**config.mk**
```make
export PLATFORM = sky130hd
export DESIGN_NAME = text_to_int64_parser
export DESIGN_NICKNAME = d
export VERILOG_FILES = /design/src/ttip_pkg.sv /design/src/ttip_step.sv /design/src/text_to_int64_parser.sv
export SDC_FILE = /design/constraint.sdc
export NUM_CORES = 1
export LEC_CHECK = 0
export BUFFER_PORTS_ARGS = -buffer_cell sky130_fd_sc_hd__buf_4
export CORE_MARGIN = 3
export CORE_UTILIZATION = 45
export CTS_BUF_LIST = sky130_fd_sc_hd__clkbuf_4 sky130_fd_sc_hd__clkbuf_8
export CTS_CLUSTER_DIAMETER = 80
export DETAILED_ROUTE_END_ITERATION = 16
export MAX_ROUTING_LAYER = met4
export PLACE_DENSITY = 0.69
export REMOVE_ABC_BUFFERS = 1
export SLEW_MARGIN = 20
export SYNTH_ARGS = -nofsm -noshare
export SYNTH_HDL_FRONTEND = slang
export SYNTH_HIERARCHICAL = 1
export SYNTH_SLANG_ARGS = --single-unit
```
**constraint.sdc**
```tcl
create_clock -name clk -period 10.95 [get_ports clk]
set_clock_uncertainty 0.1 [all_clocks]
set_input_delay 1.095 -clock clk [delete_from_list [all_inputs] [get_ports clk]]
set_output_delay 1.095 -clock clk [all_outputs]
set_load 0.02 [all_outputs]
```
**src/ttip_pkg.sv**
```systemverilog
// Shared types and constants for the text to int64 parser.
package ttip_pkg;

    localparam int unsigned MAX_LENGTH = 65535;
    localparam int unsigned CNT_W      = $clog2(64'(MAX_LENGTH) + 64'd1);

    localparam int unsigned BASE_W = 6;
    localparam int unsigned CHAR_W = 8;
    localparam int unsigned VAL_W  = 64;
    localparam int unsigned USED_W = 16;

    localparam logic REG_NUMBER_BASE = 1'b0;
    localparam logic REG_SIGNED_MODE = 1'b1;

    typedef enum logic [2:0] {
        PH_SPACE  = 3'd0,
        PH_SIGN   = 3'd1,
        PH_ZERO   = 3'd2,
        PH_PREFIX = 3'd3,
        PH_DIGITS = 3'd4,
        PH_DONE   = 3'd5,
        PH_FAIL   = 3'd6
    } phase_t;

    typedef struct packed {
        phase_t              phase;
        logic [VAL_W-1:0]    magnitude;
        logic                negative;
        logic                overflowed;
        logic [BASE_W-1:0]   base;
        logic [CNT_W-1:0]    char_count;
        logic [CNT_W-1:0]    used_count;
        logic                failed;
    } parse_state_t;

    typedef struct packed {
        logic                parse_ok;
        logic [USED_W-1:0]   chars_used;
        logic [VAL_W-1:0]    value_bits;
    } result_t;

    localparam parse_state_t PARSE_RESET = '{
        phase:      PH_SPACE,
        magnitude:  '0,
        negative:   1'b0,
        overflowed: 1'b0,
        base:       '0,
        char_count: '0,
        used_count: '0,
        failed:     1'b0
    };

endpackage

```
**src/ttip_step.sv**
```systemverilog
// Next-state and result logic for one word of the parser.
module ttip_step
    import ttip_pkg::*;
(
    input  parse_state_t        state,
    input  logic [CHAR_W-1:0]   char_code,
    input  logic                end_of_text,
    input  logic [BASE_W-1:0]   number_base,
    input  logic                signed_mode,
    output parse_state_t        state_next,
    output result_t             result
);

    localparam logic [7:0] CH_SPACE  = 8'h20;
    localparam logic [7:0] CH_TAB    = 8'h09;
    localparam logic [7:0] CH_CR     = 8'h0D;
    localparam logic [7:0] CH_ZERO   = 8'h30;
    localparam logic [7:0] CH_NINE   = 8'h39;
    localparam logic [7:0] CH_MINUS  = 8'h2D;
    localparam logic [7:0] CH_PLUS   = 8'h2B;
    localparam logic [7:0] CH_LOW_X  = 8'h78;
    localparam logic [7:0] CH_LOW_B  = 8'h62;
    localparam logic [7:0] CH_LOW_A  = 8'h61;
    localparam logic [7:0] CH_A_TEN  = 8'h57;
    localparam logic [7:0] CASE_BIT  = 8'h20;
    localparam logic [VAL_W-1:0] NEG_LIMIT = {1'b1, {(VAL_W-1){1'b0}}};
    localparam int unsigned PROD_W = VAL_W + BASE_W + 1;

    typedef struct packed {
        logic              valid;
        logic [BASE_W-1:0] value;
    } digit_t;

    function automatic digit_t digit_of(input logic [7:0] c, input logic [BASE_W-1:0] b);
        digit_t     d;
        logic [7:0] lc;
        logic [7:0] off;
        d.valid = 1'b0;
        d.value = '0;
        lc  = c | CASE_BIT;
        off = lc - CH_LOW_A;
        if (b >= 6'd2 && b <= 6'd36 && c >= CH_ZERO)
        begin
            if (c <= CH_NINE)
            begin
                d.value = BASE_W'(c - CH_ZERO);
                d.valid = (c - CH_ZERO) < 8'(b);
            end
            else if (b > 6'd10 && lc >= CH_LOW_A && off < 8'(b - 6'd10))
            begin
                d.valid = 1'b1;
                d.value = BASE_W'(lc - CH_A_TEN);
            end
        end
        return d;
    endfunction

    logic [BASE_W-1:0] base_in;
    logic [BASE_W-1:0] fc_base;
    logic [BASE_W-1:0] az_base;
    logic [BASE_W-1:0] eff_base;
    digit_t            dig;
    logic [PROD_W-1:0] prod;
    logic [CNT_W-1:0]  cnt_next;
    logic [7:0]        lc;
    logic              is_space;
    logic              bad_base;

    assign base_in  = (state.phase == PH_SPACE) ? number_base : state.base;
    assign fc_base  = (base_in == '0) ? 6'd10 : base_in;
    assign az_base  = (state.base == '0) ? 6'd8 : state.base;
    assign eff_base = (state.phase == PH_ZERO) ? az_base :
                      (state.phase == PH_SPACE || state.phase == PH_SIGN) ? fc_base :
                      state.base;
    assign dig      = digit_of(char_code, eff_base);
    // single shared multiply-add; carry-out beyond 64 bits flags overflow
    assign prod     = PROD_W'(state.magnitude) * PROD_W'(eff_base) + PROD_W'(dig.value);
    assign cnt_next = (state.char_count < CNT_W'(MAX_LENGTH)) ? state.char_count + 1'b1
                                                               : state.char_count;
    assign lc       = char_code | CASE_BIT;
    assign is_space = (char_code == CH_SPACE) || (char_code >= CH_TAB && char_code <= CH_CR);
    assign bad_base = (number_base == 6'd1) || (number_base > 6'd36);

    always_comb
    begin
        logic take_now;
        logic fail_now;
        logic first_now;
        take_now   = 1'b0;
        fail_now   = 1'b0;
        first_now  = 1'b0;
        state_next = state;
        result     = '0;
        if (!end_of_text)
        begin
            state_next.char_count = cnt_next;
            unique case (state.phase)
                PH_SPACE:
                begin
                    if (!is_space)
                    begin
                        state_next.base = number_base;
                        if (bad_base)
                            fail_now = 1'b1;
                        else if (char_code == CH_MINUS)
                        begin
                            if (signed_mode)
                            begin
                                state_next.negative = 1'b1;
                                state_next.phase    = PH_SIGN;
                            end
                            else
                                fail_now = 1'b1;
                        end
                        else if (char_code == CH_PLUS)
                            state_next.phase = PH_SIGN;
                        else
                            first_now = 1'b1;
                    end
                end
                PH_SIGN:   first_now = 1'b1;
                PH_ZERO:
                begin
                    if (lc == CH_LOW_X && (state.base == '0 || state.base == 6'd16))
                    begin
                        state_next.base  = 6'd16;
                        state_next.phase = PH_PREFIX;
                    end
                    else if (lc == CH_LOW_B && (state.base == '0 || state.base == 6'd2))
                    begin
                        state_next.base  = 6'd2;
                        state_next.phase = PH_PREFIX;
                    end
                    else
                        take_now = 1'b1;
                end
                PH_PREFIX:
                begin
                    if (dig.valid)
                        take_now = 1'b1;
                    else
                        fail_now = 1'b1;
                end
                PH_DIGITS: take_now = 1'b1;
                default: ;
            endcase

            if (first_now)
            begin
                if (char_code == CH_ZERO)
                begin
                    state_next.magnitude  = '0;
                    state_next.used_count = cnt_next;
                    state_next.phase      = PH_ZERO;
                end
                else if (dig.valid)
                    take_now = 1'b1;
                else
                    fail_now = 1'b1;
            end

            if (take_now)
            begin
                if (dig.valid)
                begin
                    state_next.magnitude  = prod[VAL_W-1:0];
                    state_next.overflowed = state.overflowed | (|prod[PROD_W-1:VAL_W]);
                    state_next.used_count = cnt_next;
                    state_next.base       = eff_base;
                    state_next.phase      = PH_DIGITS;
                end
                else
                    state_next.phase = PH_DONE;
            end

            if (fail_now)
            begin
                state_next.failed = 1'b1;
                state_next.phase  = PH_FAIL;
            end
        end
        else
        begin
            if (!state.failed && !state.overflowed &&
                (state.phase == PH_ZERO || state.phase == PH_DIGITS ||
                 state.phase == PH_DONE))
            begin
                if (signed_mode)
                begin
                    if (state.negative)
                        result.parse_ok = (state.magnitude <= NEG_LIMIT);
                    else
                        result.parse_ok = !state.magnitude[VAL_W-1];
                end
                else
                    result.parse_ok = !state.negative;
            end
            if (result.parse_ok)
            begin
                result.value_bits = state.negative ? -state.magnitude : state.magnitude;
                result.chars_used = USED_W'(state.used_count);
            end
            state_next = PARSE_RESET;
        end
    end

endmodule

```
**src/text_to_int64_parser.sv**
```systemverilog
// Top level of the streaming text to int64 parser.
// Takes one character word per cycle on the slave stream; a word with tlast
// high ends the string and produces one result word, registered on the master
// stream once that word leaves the input register. Sustained rate is one word per
// cycle, paced by the single magnitude-times-base multiply-add with overflow
// check between the input register and the parse state. A tlast word waits in
// the input register while an earlier result is still unaccepted, which stalls
// the slave stream. Words with tlast low produce no result.
module text_to_int64_parser
    import ttip_pkg::*;
(
    input  logic                clk,
    input  logic                rst_n,

    input  logic                s_tvalid,
    output logic                s_tready,
    input  logic [7:0]          s_tdata,    // [7:0] char_code
    input  logic                s_tlast,    // end_of_text

    output logic                m_tvalid,
    input  logic                m_tready,
    output logic [87:0]         m_tdata,    // [63:0] value_bits, [79:64] chars_used,
                                            // [80] parse_ok, rest zero

    input  logic                cfg_we,
    input  logic                cfg_index,
    input  logic [BASE_W-1:0]   cfg_data
);

    logic              in_valid_reg;
    logic [CHAR_W-1:0] in_char_reg;
    logic              in_last_reg;
    logic [BASE_W-1:0] number_base_reg;
    logic              signed_mode_reg;
    parse_state_t      state_reg;
    parse_state_t      state_next;
    result_t           result;
    logic              out_valid_reg;
    result_t           out_data_reg;
    logic              advance;

    assign advance  = in_valid_reg && (!in_last_reg || !out_valid_reg || m_tready);
    assign s_tready = !in_valid_reg || advance;
    assign m_tvalid = out_valid_reg;
    assign m_tdata  = {7'b0, out_data_reg};

    ttip_step u_step (
        .state       (state_reg),
        .char_code   (in_char_reg),
        .end_of_text (in_last_reg),
        .number_base (number_base_reg),
        .signed_mode (signed_mode_reg),
        .state_next  (state_next),
        .result      (result)
    );

    always_ff @(posedge clk or negedge rst_n)
    begin
        if (!rst_n)
        begin
            number_base_reg <= 6'd10;
            signed_mode_reg <= 1'b1;
        end
        else if (cfg_we)
        begin
            unique case (cfg_index)
                REG_NUMBER_BASE: number_base_reg <= cfg_data;
                REG_SIGNED_MODE: signed_mode_reg <= cfg_data[0];
            endcase
        end
    end

    always_ff @(posedge clk or negedge rst_n)
    begin
        if (!rst_n)
        begin
            in_valid_reg  <= 1'b0;
            state_reg     <= PARSE_RESET;
            out_valid_reg <= 1'b0;
        end
        else
        begin
            if (s_tready)
                in_valid_reg <= s_tvalid;
            if (advance)
                state_reg <= state_next;
            if (advance && in_last_reg)
                out_valid_reg <= 1'b1;
            else if (m_tready)
                out_valid_reg <= 1'b0;
        end
    end

    always_ff @(posedge clk)
    begin
        if (s_tready && s_tvalid)
        begin
            in_char_reg <= s_tdata;
            in_last_reg <= s_tlast;
        end
        if (advance && in_last_reg)
            out_data_reg <= result;
    end

endmodule
```
Word-level counts from Yosys, hierarchy flattened
Cells that the tools add are included.
- bits in registers: 207
- bits in latches: 0
- memory bits (writable): 0
- ROM bits: 0
- bits of input ports: 21
- memories: 0
- add/sub/neg operators: 7
- multiply operators: 1
- div/mod/pow operators: 0
- $lt $le $gt $ge: 13
- equal/unequal tests: 16
- shifts and indexed selects: 0
- multiplexer cells: 71
- bitwise gates (word level): 2
- reductions and logical operators: 46
- operator list (operator ; number):
    2-to-1 mux 67 bit ; 3
    2-to-1 mux 64 bit ; 2
    2-to-1 mux 108 bit ; 1
    2-to-1 mux 16 bit ; 5
    adder 70 x 6 -> 71 bit ; 1
    multiplier 64 x 6 -> 70 bit ; 1
    <= comparator 64 bit, second input constant ; 1
    negation 64 bit ; 1
    2-to-1 mux 6 bit ; 8
    2-to-1 mux 7 bit ; 5
    2-to-1 mux 1 bit ; 34
    equality test 8 x 6 -> 1 bit, second input constant ; 4
    2-to-1 mux 3 bit ; 8
    adder 16 x 1 -> 16 bit, second input constant ; 1
    < comparator 16 bit, second input constant ; 1
    equality test 7 x 6 -> 1 bit, second input constant ; 2
    nonzero test 2 bit ; 7
    logical AND 1 bit ; 12
    logical NOT 6 bit ; 2
    case mux 6 bit (2 select lines) ; 1
    logical OR 1 bit ; 10
    >= comparator 8 x 4 -> 1 bit, second input constant ; 1
    >= comparator 8 x 6 -> 1 bit, second input constant ; 1
    >= comparator 8 x 7 -> 1 bit, second input constant ; 1
    other kinds (30) ; 43

Longest topological paths before layout
Gate-level depths: netlist of the first run.
- depth after elaboration: 21
- gate-level depth with buffers: 38
- gate-level depth less buffers: 36

By module
The synthesis of the first run kept the hierarchy.
- by module, submodules not included (module ; instances ; cells an instance ; area each (um2)):
    ttip_step ; 1 ; 2514 ; 17807.1
    text_to_int64_parser ; 1 ; 738 ; 9100.0

Worst setup path before layout of the first run
OpenSTA, ideal clock, no wires.
- path type: reg-to-reg
- from: register state_reg[107] (netlist bit)
- to: register state_reg[39] (netlist bit)
- setup time: 0.131 ns
- arrival time: 8.427 ns
- setup slack: 2.292 ns
- cell stages (with the launch flop): 36
- clock period less this slack: 8.658 ns
- path through: dfrtp_1 -> clkbuf_1 -> o31a_1 -> a2111oi_0 -> a41oi_1 -> a211oi_1 -> clkbuf_1 -> inv_1 -> ha_1 -> inv_1 -> a21oi_1 -> xnor2_1 -> ha_1 -> and3_1 -> nand3_1 -> a21oi_1 -> or4_1 -> o32a_1 -> a221o_1 -> or3_1 -> a21oi_1 -> fa_1 -> ha_1 -> a21o_1 -> a311o_1 -> o211ai_1 -> nand2_1 -> a22oi_1 -> o31ai_1 -> a221o_1 -> a21o_1 -> xor2_1 -> a2111oi_0 -> a211oi_1 -> nand2_1 -> o211ai_1
- RTL lines (element ; line ; RTL):
    from (decl) ; text_to_int64_parser.sv:35 ; parse_state_t state_reg;
    from (signal assigned) ; text_to_int64_parser.sv:86 ; state_reg <= state_next;

==> impl_metrics.py, run 1 <==
metrics = {
    "setup_path": {
        "max_stage_delay_ns": 0.64,
        "critPathSlowestCell": "nor3_2",
        "cp_data_required_time_ns": 11.30,
        "worstPathArrival_ns": 9.78,
        "criticalPathCategory": "reg -> reg",
        "endpoint_kind": "register",
        "crit_fanout": 15,
        "cp-start-kind": "register",
    },
    "status": {
        "status": "complete, no violations",
    },
    "pwr": {
        "power.net_switching_uw": 1870,
        "power-per-cell-area_nw_per_um2": 132,
        "pwr-share-clk_pct": 24.2,
        "p_leak_uw": 0.0133,
        "switching_share_pct": 49.6,
        "internal-power_uw": 1910,
        "p_seq_share_pct": 26.5,
        "combPwrFrac_pct": 49.3,
        "totalPowerFinal_uw": 3780,
        "peakVddDrop_mv": 0.218,
    },
    "clocking": {
        "cts.clk_slew.worst_paths_ns": 0.06,
        "cts_root_buffer": "clkbuf_8",
        "post_cts_resized": 0,
        "htreeDepth": 2,
        "cts.sink_count": 207,
        "cts_setup_buffers": 0,
        "clock_latency_ns": 0.62,
        "cts_buffers": 42,
        "clock_path_buffers": 3,
        "cts_tree": "built",
        "cts_hold_buf": 0,
    },
    "logic_synthesis": {
        "avgSynthCellArea_um2": 8.27,
        "synth_edf_count": 90,
        "ys_ff_latch": 207,
        "ys_seq_area_share_pct": 20.9,
        "ys_async_sr_fraction_pct": 56.5,
        "syn_inst": 3252,
        "synth_area_um2": 26900,
        "yosysWarnings": 6,
        "synth_cell_types": 82,
        "ys_dominant_reg_cell": "dfrtp_1",
    },
    "detailed_routing": {
        "vias": 22800,
        "finalWirelength_um": 72500,
        "drc_errors": 0,
        "avgRoutedWirePerCell_um": 18.3,
        "vias_per_cell": 5.76,
        "drtIter0Drc": 1784,
        "dr.pass1.iters": 5,
        "ant_nets": 0,
    },
    "timing": {
        "rsz0062_at_grt": "no",
        "setup_viol": 0,
        "fmax_mhz": 106,
        "setup_tns_ns": 0,
        "worst_pin_slew_ns": 1.04,
        "fin_crit_sh_pct": 86.1,
        "drv_slew": 0,
        "finalCriticalPeriod_ns": 9.43,
        "relSlewSlack_pct": 30.8,
        "hold_viol_final": 0,
    },
    "place": {
        "gp_congestion": 0.944,
        "portBuffers": 103,
        "post-place-cells": 3887,
        "dp_hpwl_um": 50300,
    },
    "final_layout": {
        "fin_cells": 3965,
        "area_growth_pct": 6.71,
        "drive_gt1_share_pct": 8.71,
        "nNetsFinal": 3604,
        "largest_reg_flops": 108,
    },
    "die": {
        "start_util_pct": 45.5,
        "die_x_um": 251,
        "dieHeight_um": 251,
        "rows": 89,
        "die-area_um2": 62800,
        "core-area_um2": 59100,
        "ios": 111,
    },
    "global_routing": {
        "grt_usage_pct": 24.0,
        "grt.overflow.total": 0,
        "grt_pass1_vias": 22600,
        "grt_antenna_before_repair": 1,
        "grt_start_max_net_pins": 121,
        "grt_pass1_wl_um": 121000,
    },
    "flow_run": {
        "max_cap_violations": 0,
    },
    "worst_hold_path": {
        "hp-class": "reg -> reg",
    },
}
-- cell families (layout without fill, tap and decap cells) --
kind of cell / Yosys count / after routing / share of synthesized area, %
AND/OR/NAND/NOR: 1324 / 1324 / 24.3
multiplexers: 24 / 24 / 0.935
buffers and inverters: 573 / 506 / 8.47
flip-flops: 207 / 207 / 20.9
other: 1 / 8 / 0.0139
XOR/XNOR: 145 / 145 / 4.72
adder cells (fa/ha/maj): 425 / 425 / 26.8
AO/OA/AOI/OAI: 553 / 553 / 13.9
-- cells in the mapped netlist, drive strengths merged (29+ instances only) --
cell type | instances | area [µm²]
nand2 | 625 | 2350
inv | 301 | 1130
fa | 252 | 5040
clkbuf | 209 | 785
nor2 | 185 | 719
ha | 173 | 2160
a21oi | 161 | 806
o211ai | 123 | 1030
nand2b | 118 | 738
dfrtp | 114 | 2850
nand4b | 110 | 963
xor2 | 100 | 876
nand3 | 93 | 465
edfxtp | 90 | 2700
o21ai | 73 | 365
buf | 63 | 365
and2 | 47 | 294
xnor2 | 45 | 394
a21o | 38 | 285
o31ai | 29 | 218
-- placed cells by master (no fill, tap or decap), drive strengths merged, types with 18 or more instances in the layout --
master	n
o31ai	29
nor2b	19
o211ai	123
edfxtp	90
fa	252
nor2	185
nand4b	110
nand2b	118
nand2	625
inv	303
xor2	100
buf	128
a21oi	161
or3	22
o21ai	73
a31oi	18
ha	173
nand4	22
dfrtp	114
a211oi	26
a21o	38
xnor2	45
clkbuf	60
nand3	93
and2	47
-- metrics by stage --
step                      utilization [%]  worst slack (ns)  hold slack [ns]  area (µm²)
final                                48.6              1.52            0.437       28700
after global placement               46.9              1.81            0.412       27800
after global routing                 48.6              1.01            0.486       28700
after CTS                            48.5              1.59            0.445       28700
after floorplan                         -             -1.96            0.395       25800
after detailed placement             46.9              1.63            0.431       27800
-- critical path, delay by kind of cell (launching register included) --
kind | cells | cell delay, ns
simple gates | 7 | 2.10
fa+ha+maj | 4 | 1.22
xor+xnor | 2 | 0.27
compound gates | 17 | 4.20
flops | 1 | 0.56
buf+inv | 2 | 0.22
mux | 1 | 0.60
-- layer usage --
layer  GRT usage (%)  up-vias  wire [µm]
li1                -    10700          -
met3            3.02      115       3790
met1            32.3    11400      32500
met2            38.5      662      34400
met4            6.57        0       1840
met5               -        -          0
-- layout make-up --
| class | instances | area, µm² |
|---|---|---|
| Antenna cell | 1 | 2.50 |
| Timing Repair Buffer | 128 | 961 |
| Fill cell | 5707 | 30400 |
| Sequential cell | 207 | 5640 |
| Multi-Input combinational cell | 2478 | 19100 |
| Clock inverter | 17 | 209 |
| Tap cell | 773 | 967 |
| Inverter | 301 | 1130 |
| Clock buffer | 60 | 738 |
-- power groups by stage --
| stage | Combinational (µW) | Clock [µW] | Sequential [µW] |
|---|---|---|---|
| floorplan | 1110 | 0 | 1010 |
| global placement | 1830 | 0 | 1010 |
| detailed placement | 1840 | 0 | 1010 |
| CTS | 1850 | 944 | 1000 |
| global route | 2030 | 977 | 1020 |
| finish | 1860 | 916 | 1000 |
-- worst paths after layout --
check / start / endpoint / slack [ns] / depth (start not counted)
max in group asynchronous: rst_n / state_reg[2]$_DFFE_PN0P_ / 8.86 / 2
setup reg to reg: state_reg[105]$_DFFE_PN0P_ / state_reg[39]$_DFFE_PN0P_ / 1.52 / 33
setup / recovery: state_reg[105]$_DFFE_PN0P_ / state_reg[39]$_DFFE_PN0P_ / 1.52 / 33
hold / removal: state_reg[15]$_DFFE_PN0P_ / state_reg[15]$_DFFE_PN0P_ / 0.44 / 2
min in group asynchronous: rst_n / number_base_reg[2]$_DFFE_PN0P_ / 0.46 / 1
hold reg to reg: state_reg[15]$_DFFE_PN0P_ / state_reg[15]$_DFFE_PN0P_ / 0.44 / 2
(Power assumes the default switching activity.)
==> inputs of run 2 (changes only) <==
--- a/config.mk
+++ b/config.mk
@@ -8,7 +8,7 @@
 export BUFFER_PORTS_ARGS = -buffer_cell sky130_fd_sc_hd__buf_4
 export CORE_MARGIN = 3
 export CORE_UTILIZATION = 45
-export CTS_BUF_LIST = sky130_fd_sc_hd__clkbuf_4 sky130_fd_sc_hd__clkbuf_8
+export CTS_BUF_LIST = sky130_fd_sc_hd__clkbuf_8
 export CTS_CLUSTER_DIAMETER = 80
 export DETAILED_ROUTE_END_ITERATION = 16
 export MAX_ROUTING_LAYER = met4
==> run 2 against run 1 <==
Net effect:
- hold slack improved by 0.0063 ns
- non-clock buffer count did not move
- via count rose by 0.19%
- maximum frequency fell by 0.51%
- first-iteration DRC count rose by 5.0%
- power fell by 1.2%
- worst setup slack got worse by 0.049 ns
- combinational power barely moved
- die area did not move
- highest routed layer unchanged
- register-to-register slack got worse by 0.05 ns
==> impl_metrics.py, run 2 (synthesis gave the netlist of run 1 again) <==
metrics = {
    "status": {
        "status": "complete, no violations",
    },
    "setup_path": {
        "critPathSlowestCell": "nor3_2",
        "crit_fanout": 15,
        "cp-start-kind": "register",
        "criticalPathCategory": "reg -> reg",
        "worstPathArrival_ns": 9.83,
        "endpoint_kind": "register",
        "reg2reg_depth": 33,
        "cp_data_required_time_ns": 11.30,
        "max_stage_delay_ns": 0.65,
    },
    "die": {
        "die_x_um": 251,
        "start_util_pct": 45.5,
        "core-area_um2": 59100,
        "die-area_um2": 62800,
        "rows": 89,
        "ios": 111,
        "dieHeight_um": 251,
    },
    "pwr": {
        "peakVddDrop_mv": 0.218,
        "totalPowerFinal_uw": 3730,
        "power-per-cell-area_nw_per_um2": 130,
        "p_leak_uw": 0.0133,
    },
    "clocking": {
        "htreeDepth": 2,
        "cts.clk_slew.worst_paths_ns": 0.06,
        "cts_hold_buf": 0,
        "clock_path_buffers": 3,
        "cts_buffers": 42,
        "cts.sink_count": 207,
        "clock_latency_ns": 0.62,
        "cts_setup_buffers": 0,
        "cts_tree": "built",
        "cts_root_buffer": "clkbuf_8",
        "post_cts_resized": 0,
    },
    "global_routing": {
        "use_met2_pct": 38.6,
        "grt_usage_pct": 24.0,
        "grt-busiest-layer": "met2",
        "grt_pass1_wl_um": 121000,
        "use_met1_pct": 32.2,
        "grt_pass1_vias": 22600,
        "grtUsageMet3_pct": 3.11,
        "grt_antenna_before_repair": 1,
        "grt_start_max_net_pins": 121,
        "grt.overflow.total": 0,
    },
    "worst_hold_path": {
        "whs_path_depth": 2,
        "hp-class": "reg -> reg",
    },
    "detailed_routing": {
        "dr.pass1.iters": 6,
        "avgRoutedWirePerCell_um": 18.3,
        "finalWirelength_um": 72700,
        "vias_per_cell": 5.77,
        "drtIter0Drc": 1874,
        "vias": 22900,
        "drc_errors": 0,
        "ant_nets": 0,
    },
    "final_layout": {
        "drive_gt1_share_pct": 8.27,
        "fin_cells": 3965,
        "layout_commonest_cell": "nand2_1",
        "utilization_pct": 48.5,
        "design_area_um2": 28700,
        "largest_reg_flops": 108,
        "nNetsFinal": 3604,
        "area_growth_pct": 6.51,
        "most-common-layout-cells": "nand2_1 (623), inv_1 (314), fa_1 (252), nor2_1 (174), ha_1 (173)",
    },
    "timing": {
        "hold_viol_final": 0,
        "finalCriticalPeriod_ns": 9.48,
        "fin_ws_ns": 1.47,
        "rsz0062_at_grt": "no",
        "worst_pin_slew_ns": 1.06,
        "drv_slew": 0,
        "setup_viol": 0,
        "fmax_mhz": 105,
        "fin_crit_sh_pct": 86.6,
        "relSlewSlack_pct": 29.2,
    },
    "place": {
        "portBuffers": 103,
        "placed_area_um2": 27800,
        "dp_hpwl_um": 50300,
        "gp_congestion": 0.944,
        "post-place-cells": 3887,
        "pre_cts_slack_ns": 1.63,
    },
    "flow_run": {
        "max_cap_violations": 0,
    },
}
run 2: cell count changes in the layout (fill, tap and decap cells not counted):
| cell | change |
|---|---|
| inv_1 | +14 |
| clkbuf_4 | -14 |
run 2: worst paths after layout:
kind	slack, ns	to	startpoint
max reg2reg	1.47	state_reg[39]$_DFFE_PN0P_	state_reg[105]$_DFFE_PN0P_
max in group asynchronous	8.86	state_reg[2]$_DFFE_PN0P_	rst_n
min reg2reg	0.44	state_reg[16]$_DFFE_PN0P_	state_reg[16]$_DFFE_PN0P_
min	0.44	state_reg[16]$_DFFE_PN0P_	state_reg[16]$_DFFE_PN0P_
max	1.47	state_reg[39]$_DFFE_PN0P_	state_reg[105]$_DFFE_PN0P_
min in group asynchronous	0.46	number_base_reg[2]$_DFFE_PN0P_	rst_n
run 2: routing by layer:
layer | share of wire, % | routed length (µm)
met5 | 0 | 0
met2 | 47 | 34400
met4 | 2.5 | 1820
met1 | 45 | 32400
met3 | 5.5 | 4030
run 2: worst max-delay path, delay by kind of cell, from the launching register on:
kind | cells | cell delay, ns
AOI/OAI and AO/OA | 17 | 4.25
xor gates and xnor gates | 2 | 0.28
adders and majority gates | 4 | 1.23
buffers and inverters | 2 | 0.22
DFF | 1 | 0.56
muxes | 1 | 0.60
and+or+nand+nor | 7 | 2.11
run 2: where the power goes:
group	switching (µW)	total (µW)	internal (µW)
registers	118	1000	883
logic	1370	1860	488
clock network	383	870	487
run 2: metrics by stage:
step	TNS, ns	hold slack [ns]
final	0	0.443
after floorplan	-81.44	0.395
after global routing	0	0.487
after detailed placement	0	0.431
after global placement	0	0.412
after CTS	0	0.445
run 2: cell type report:
class | instances | area [µm²]
fill | 5707 | 30500
multi-input combinational | 2478 | 19100
sequential | 207 | 5640
inverter | 301 | 1130
tap | 773 | 967
timing repair buffer | 128 | 961
clock buffer | 46 | 633
clock inverter | 31 | 262
antenna | 1 | 2.50
